**config.mk**
```make
export PLATFORM = sky130hd
export DESIGN_NAME = vdib_ctrl
export DESIGN_NICKNAME = d
export VERILOG_FILES = /design/src/hw/rtl/vdib_pkg.sv /design/src/hw/rtl/vdib_ctrl.sv
export SDC_FILE = /design/constraint.sdc
export NUM_CORES = 1
export LEC_CHECK = 0
export ABC_AREA = 1
export BUFFER_PORTS_ARGS = -buffer_cell sky130_fd_sc_hd__buf_2
export CAP_MARGIN = 10
export CORE_AREA = 2 2 312 314
export CTS_CLUSTER_DIAMETER = 150
export DETAILED_ROUTE_END_ITERATION = 16
export DIE_AREA = 0 0 314 316
export GPL_TIMING_DRIVEN = 0
export PLACE_DENSITY = 0.41
export SLEW_MARGIN = 0
export SYNTH_ARGS = -nofsm -noshare
export SYNTH_HDL_FRONTEND = slang
export SYNTH_SLANG_ARGS = --single-unit
```
**constraint.sdc**
```tcl
create_clock -name clk_i -period 9.1 [get_ports clk_i]
set_input_delay 1.82 -clock clk_i [delete_from_list [all_inputs] [get_ports clk_i]]
set_output_delay 1.82 -clock clk_i [all_outputs]
set_load 0.01 [all_outputs]
```
**src/hw/rtl/vdib_pkg.sv**
```systemverilog
// Package for the vertex deduplication index builder.
// Holds the request and response payload types, the sequencer state type and the shared constants.
// No dependencies.
package vdib_pkg;

  localparam int unsigned TABLE_DEPTH = 1024;
  localparam int unsigned WORD_W      = 32;
  localparam int unsigned VIDX_W      = 10;

  typedef struct packed {
    logic [WORD_W-1:0] pos_x_bits;
    logic [WORD_W-1:0] pos_y_bits;
    logic [WORD_W-1:0] pos_z_bits;
    logic [WORD_W-1:0] norm_x_bits;
    logic [WORD_W-1:0] norm_y_bits;
    logic [WORD_W-1:0] norm_z_bits;
    logic [WORD_W-1:0] tex_u_bits;
    logic [WORD_W-1:0] tex_v_bits;
  } vtx_req_t;

  localparam int unsigned VTX_W = $bits(vtx_req_t);

  typedef struct packed {
    logic [VIDX_W-1:0] vertex_index;
    logic              newly_stored;
    logic              table_full;
  } vtx_rsp_t;

  typedef enum logic [1:0] {
    S_IDLE,
    S_SCAN,
    S_HOLD
  } vdib_state_e;

endpackage : vdib_pkg

```
**src/hw/rtl/vdib_ctrl.sv**
```systemverilog
// Lookup sequencer: scans newest entry first, compares, appends on a miss unless full.
// Depends on vdib_pkg; drives the vdib_table ports.
module vdib_ctrl #(
  parameter int unsigned Depth  = vdib_pkg::TABLE_DEPTH,
  parameter int unsigned AddrW  = $clog2(Depth),
  parameter int unsigned CountW = $clog2(Depth + 1)
) (
  input  logic                       clk_i,
  input  logic                       rst_ni,
  input  logic                       in_valid_i,
  output logic                       in_ready_o,
  input  vdib_pkg::vtx_req_t         in_req_i,
  output logic                       out_valid_o,
  input  logic                       out_ready_i,
  output vdib_pkg::vtx_rsp_t         out_rsp_o,
  output logic                       mem_we_o,
  output logic [AddrW-1:0]           mem_waddr_o,
  output logic [vdib_pkg::VTX_W-1:0] mem_wdata_o,
  output logic                       mem_re_o,
  output logic [AddrW-1:0]           mem_raddr_o,
  input  logic [vdib_pkg::VTX_W-1:0] mem_rdata_i
);
  import vdib_pkg::*;

  vdib_state_e      state_q, state_d;
  vtx_req_t         vtx_q, vtx_d;
  logic [CountW-1:0] count_q, count_d;
  logic [AddrW-1:0] rd_addr_q, rd_addr_d;
  logic             rd_more_q, rd_more_d;
  logic             cmp_vld_q, cmp_vld_d;
  logic [AddrW-1:0] cmp_idx_q, cmp_idx_d;
  vtx_rsp_t         res_q, res_d;
  logic             out_valid_q, out_valid_d;
  vtx_rsp_t         out_rsp_q, out_rsp_d;

  logic [CountW-1:0] count_m1;
  logic [31:0]       hit_idx32;
  logic [31:0]       new_idx32;
  logic              hit;
  logic              table_has_room;

  assign count_m1       = count_q - CountW'(1);
  assign hit_idx32      = 32'(cmp_idx_q);
  assign new_idx32      = 32'(count_q);
  assign hit            = cmp_vld_q && (mem_rdata_i == vtx_q);
  assign table_has_room = (count_q < CountW'(Depth));

  always_ff @(posedge clk_i or negedge rst_ni) begin
    if (!rst_ni) begin
      state_q     <= S_IDLE;
      count_q     <= '0;
      rd_more_q   <= 1'b0;
      cmp_vld_q   <= 1'b0;
      out_valid_q <= 1'b0;
    end else begin
      state_q     <= state_d;
      count_q     <= count_d;
      rd_more_q   <= rd_more_d;
      cmp_vld_q   <= cmp_vld_d;
      out_valid_q <= out_valid_d;
    end
  end

  always_ff @(posedge clk_i) begin
    vtx_q     <= vtx_d;
    rd_addr_q <= rd_addr_d;
    cmp_idx_q <= cmp_idx_d;
    res_q     <= res_d;
    out_rsp_q <= out_rsp_d;
  end

  always_comb begin
    state_d     = state_q;
    vtx_d       = vtx_q;
    count_d     = count_q;
    rd_addr_d   = rd_addr_q;
    rd_more_d   = rd_more_q;
    cmp_vld_d   = 1'b0;
    cmp_idx_d   = cmp_idx_q;
    res_d       = res_q;
    out_valid_d = out_valid_q && !out_ready_i;
    out_rsp_d   = out_rsp_q;
    in_ready_o  = 1'b0;
    mem_we_o    = 1'b0;
    mem_re_o    = 1'b0;

    unique case (state_q)
      S_IDLE: begin
        in_ready_o = 1'b1;
        if (in_valid_i) begin
          vtx_d     = in_req_i;
          rd_more_d = (count_q != '0);
          rd_addr_d = count_m1[AddrW-1:0];
          state_d   = S_SCAN;
        end
      end
      S_SCAN: begin
        // One read is issued per cycle; its data is compared in the following cycle.
        if (rd_more_q) begin
          mem_re_o  = 1'b1;
          cmp_vld_d = 1'b1;
          cmp_idx_d = rd_addr_q;
          if (rd_addr_q == '0) begin
            rd_more_d = 1'b0;
          end else begin
            rd_addr_d = rd_addr_q - AddrW'(1);
          end
        end
        if (hit) begin
          res_d.vertex_index = hit_idx32[VIDX_W-1:0];
          res_d.newly_stored = 1'b0;
          res_d.table_full   = 1'b0;
          rd_more_d          = 1'b0;
          cmp_vld_d          = 1'b0;
          state_d            = S_HOLD;
        end else if (!rd_more_q) begin
          // Every stored entry has been compared without a match.
          if (table_has_room) begin
            mem_we_o           = 1'b1;
            count_d            = count_q + CountW'(1);
            res_d.vertex_index = new_idx32[VIDX_W-1:0];
            res_d.newly_stored = 1'b1;
            res_d.table_full   = 1'b0;
          end else begin
            res_d.vertex_index = '0;
            res_d.newly_stored = 1'b0;
            res_d.table_full   = 1'b1;
          end
          cmp_vld_d = 1'b0;
          state_d   = S_HOLD;
        end
      end
      S_HOLD: begin
        if (!out_valid_q || out_ready_i) begin
          out_valid_d = 1'b1;
          out_rsp_d   = res_q;
          state_d     = S_IDLE;
        end
      end
      default: begin
        state_d = S_IDLE;
      end
    endcase
  end

  assign mem_waddr_o = count_q[AddrW-1:0];
  assign mem_wdata_o = vtx_q;
  assign mem_raddr_o = rd_addr_q;
  assign out_valid_o = out_valid_q;
  assign out_rsp_o   = out_rsp_q;

  a_read_below_count : assert property (@(posedge clk_i) disable iff (!rst_ni)
    mem_re_o |-> (CountW'(mem_raddr_o) < count_q))
    else $error("table read at or above the stored count");

  a_write_bumps_count : assert property (@(posedge clk_i) disable iff (!rst_ni)
    mem_we_o |=> (count_q == $past(count_q) + CountW'(1)))
    else $error("append did not advance the stored count");

  a_count_in_range : assert property (@(posedge clk_i) disable iff (!rst_ni)
    count_q <= CountW'(Depth))
    else $error("stored count exceeds the table depth");

  a_flags_exclusive : assert property (@(posedge clk_i) disable iff (!rst_ni)
    out_valid_o |-> !(out_rsp_o.newly_stored && out_rsp_o.table_full))
    else $error("response flags both newly stored and full");

  a_full_only_at_depth : assert property (@(posedge clk_i) disable iff (!rst_ni)
    (state_q == S_SCAN && state_d == S_HOLD && res_d.table_full)
      |-> (count_q == CountW'(Depth)))
    else $error("full reported while the table has room");

endmodule : vdib_ctrl

```
==> reports/results.ini <==
[outcome]
status = finished, final reports clean

[power]
p_sw_share_pct = 33.4
p_int_mw = 3.54
p_leak_nw = 10.5
pwr-share-clk_pct = 32.7
p_comb_share_pct = 24.5
ir_drop_uv = 273
seqPwrFrac_pct = 42.8
p_per_area_nw_per_um2 = 241
finalPower_mw = 5.32
switching_power_mw = 1.78

[yosys]
synth_area_leaders = edfxtp_1 60%, nand2_1 10%, inv_1 7.0%, nor2_1 5.8%, xnor2_1 3.1%
synth_edf_count = 300
syn_area_um2 = 14900
synthCells = 1521
synthTopCellsByCount = 412 x nand2_1, 300 x edfxtp_1, 277 x inv_1
ys_dominant_reg_cell = edfxtp_1
async_flop_share_pct = 5.06
ys_ff_latch = 316
syn-num-nets = 2040
seq_area_frac_synth_pct = 63.1
yosysMostFrequentCell = nand2_1
yosys_warnings = 0
synth_area_per_cell_um2 = 9.81
synth_top_area_cell = edfxtp_1
yosys.area.top_type_share_pct = 60.4
yosysUniqueCellTypes = 34

[timing]
rsz0062_at_grt = no
fin_crit_sh_pct = 66.3
fmax_ghz = 0.166
tightest_slew_ns = 1.12
setup_viol = 0
hold_viol_final = 0
post-route-min-period_ns = 6.04
slew_headroom_pct = 25.1
hold_ws_ns = 0.417
fin_skew_ns = 0.0204
drv_slew = 0
fin_ws_ns = 3.06

[worst_hold_path]
hold_path_class = reg -> reg

[clocking]
clkSinkCount = 316
holdBufCountCts = 0
cts-root-buf = clkbuf_16
clockBufferDepth = 3
clk_pin_slew_worst_paths_ns = 0.06
h-tree-depth = 2
cts_buffers = 44
insertion_delay_ns = 0.59
cts_resized = 0
cts_tree = yes
post_cts_buffers = 0

[placed_design]
globalplace.congestion = 0.875
dp_worst_setup_slack_ns = 2.91
place_hpwl_um = 54500
placedCellCount = 3606
place_area_um2 = 20600
numPortBuffers = 807

[setup_path]
critPathArrivalTime_ns = 4.22
crit_type = in -> out
start_kind = input port
critPathTopFamily = simple AND/OR/NAND/NOR gates
cp.required_ns = 7.28
endpoint_kind = primary output
crit_fanout = 10
cpMaxStageDelayCell = xnor2_1
cp.buffers_inverters = 4
path_cells = buf_2, xnor2_1, nand2_1, nor2_1, nand2_1, nor2_1, nand2_1, nor2_1, nand3_4, nand3_4, buf_6, inv_1, buf_2
max_stage_delay_ns = 0.84

[finish]
syn2layout_area_growth_pct = 47.9
fillers = 10600
nNetsFinal = 2895
stdcell_area_um2 = 22100
finalNonFillerCells = 3688
drive_gt1_share_pct = 39.2

[grt]
grt_max_degree = 110
grt_usage_pct = 12.6
grt_overflow = 0
grt_first_pass_wirelength_um = 88600
grt_pass1_vias = 12800
antenna_found_initial = 8

[detailed_routing]
viasPerCell = 3.50
drt-pass1-iter-count = 5
ant_nets = 0
drc = 0
vias = 12900
drtIter0Drc = 697
routedWlPerCell_um = 17.6
wl_um = 65100

[die]
die_h_um = 316
die_area_um2 = 99200
coreArea_um2 = 96000
start_util_pct = 15.5
die_x_um = 314
rows = 114
io_pins = 808

[job]
cap_viol_max_count = 0

-- cell type report --
type / count / area (µm²) / area share, %
diodes: 1 / 2.50 / 0.0113
plain buffers: 18 / 145 / 0.658
clock buffers: 53 / 1210 / 5.47
clock inverters: 28 / 235 / 1.07
inverters: 284 / 1070 / 4.87
multi-input cells: 903 / 4300 / 19.5
flip-flops and latches: 316 / 9410 / 42.6
well taps: 1276 / 1600 / 7.24
repair buffers: 809 / 4090 / 18.6
-- worst reg2reg max path: cells and delay by family (launching register included) --
kind                   cells  cell delay, ns
AND/OR/NAND/NOR            9            1.89
XOR/XNOR                   1            0.89
flip-flops                 1            0.41
buffers and inverters      1            0.07
-- power by group through the flow --
stage | sequential (mW) | clock (mW) | combinational [mW]
after floorplan | 2.42 | 0 | 0.549
after global placement | 2.43 | 0 | 1.31
after detailed placement | 2.30 | 0 | 1.32
after CTS | 2.28 | 1.80 | 1.33
after global routing | 2.31 | 1.85 | 1.44
final | 2.28 | 1.74 | 1.30
-- worst paths after layout --
| path | startpoint | endpoint | slack (ns) | depth (start not counted) |
|---|---|---|---|---|
| min in group asynchronous | rst_ni | out_valid_o | 1.17 | 1 |
| max in group asynchronous | rst_ni | count_q[9] | 7.60 | 1 |
| hold / removal | res_q[2] | out_rsp_o[2] | 0.42 | 0 |
| setup / recovery | mem_rdata_i[154] | mem_we_o | 3.06 | 13 |
| hold reg to reg | res_q[2] | out_rsp_o[2] | 0.42 | 0 |
| setup reg to reg | mem_wdata_o[154] | res_q[8] | 5.46 | 11 |
-- metrics by stage --
step / setup TNS, ns / utilization, %
floorplan: 0 / -
global placement: -499.44 / 21.4
detailed placement: 0 / 21.5
CTS: 0 / 23.0
global route: 0 / 23.0
finish: 0 / 23.0
-- per-layer routing --
layer  wire length (µm)  GRT usage [%]  vias to the layer above
li1                   -              -                     6531
met3               4940           3.73                       63
met4               1170           3.07                        2
met1              27400           15.6                     5797
met2              31500           21.3                      500
met5                 13              0                        -
-- state kept, by name, summed over array words and instances (netlist names) --
| signal | cells |
|---|---|
| mem_raddr_o | 10 |
| count_q | 11 |
| res_q | 12 |
| mem_wdata_o | 256 |
| rd_more_q | 1 |
| out_rsp_o | 12 |
| cmp_vld_q | 1 |
| out_valid_o | 1 |
| cmp_idx_q | 10 |
| state_q | 2 |
-- placed cells by master (no fill, tap or decap), drive strengths merged, types with 24 or more instances in the layout --
cell	instances
nor2	234
o21ai	53
or2	24
inv	286
edfxtp	300
xnor2	53
buf	827
nand4	35
xor2	38
clkbuf	53
nand2	413
-- cells by family (layout without fill, tap and decap cells) --
| kind of cell | after synthesis | after routing | share of synthesized area [%] |
|---|---|---|---|
| other | 0 | 1 | 0 |
| adder cells (fa/ha/maj) | 3 | 3 | 0.252 |
| flip-flops | 316 | 316 | 63.1 |
| AND/OR/NAND/NOR | 738 | 738 | 20.2 |
| buffers and inverters | 302 | 1192 | 8.12 |
| AO/OA/AOI/OAI | 71 | 71 | 3.04 |
| XOR/XNOR | 91 | 91 | 5.34 |
Power figures use the tool's default switching activity.
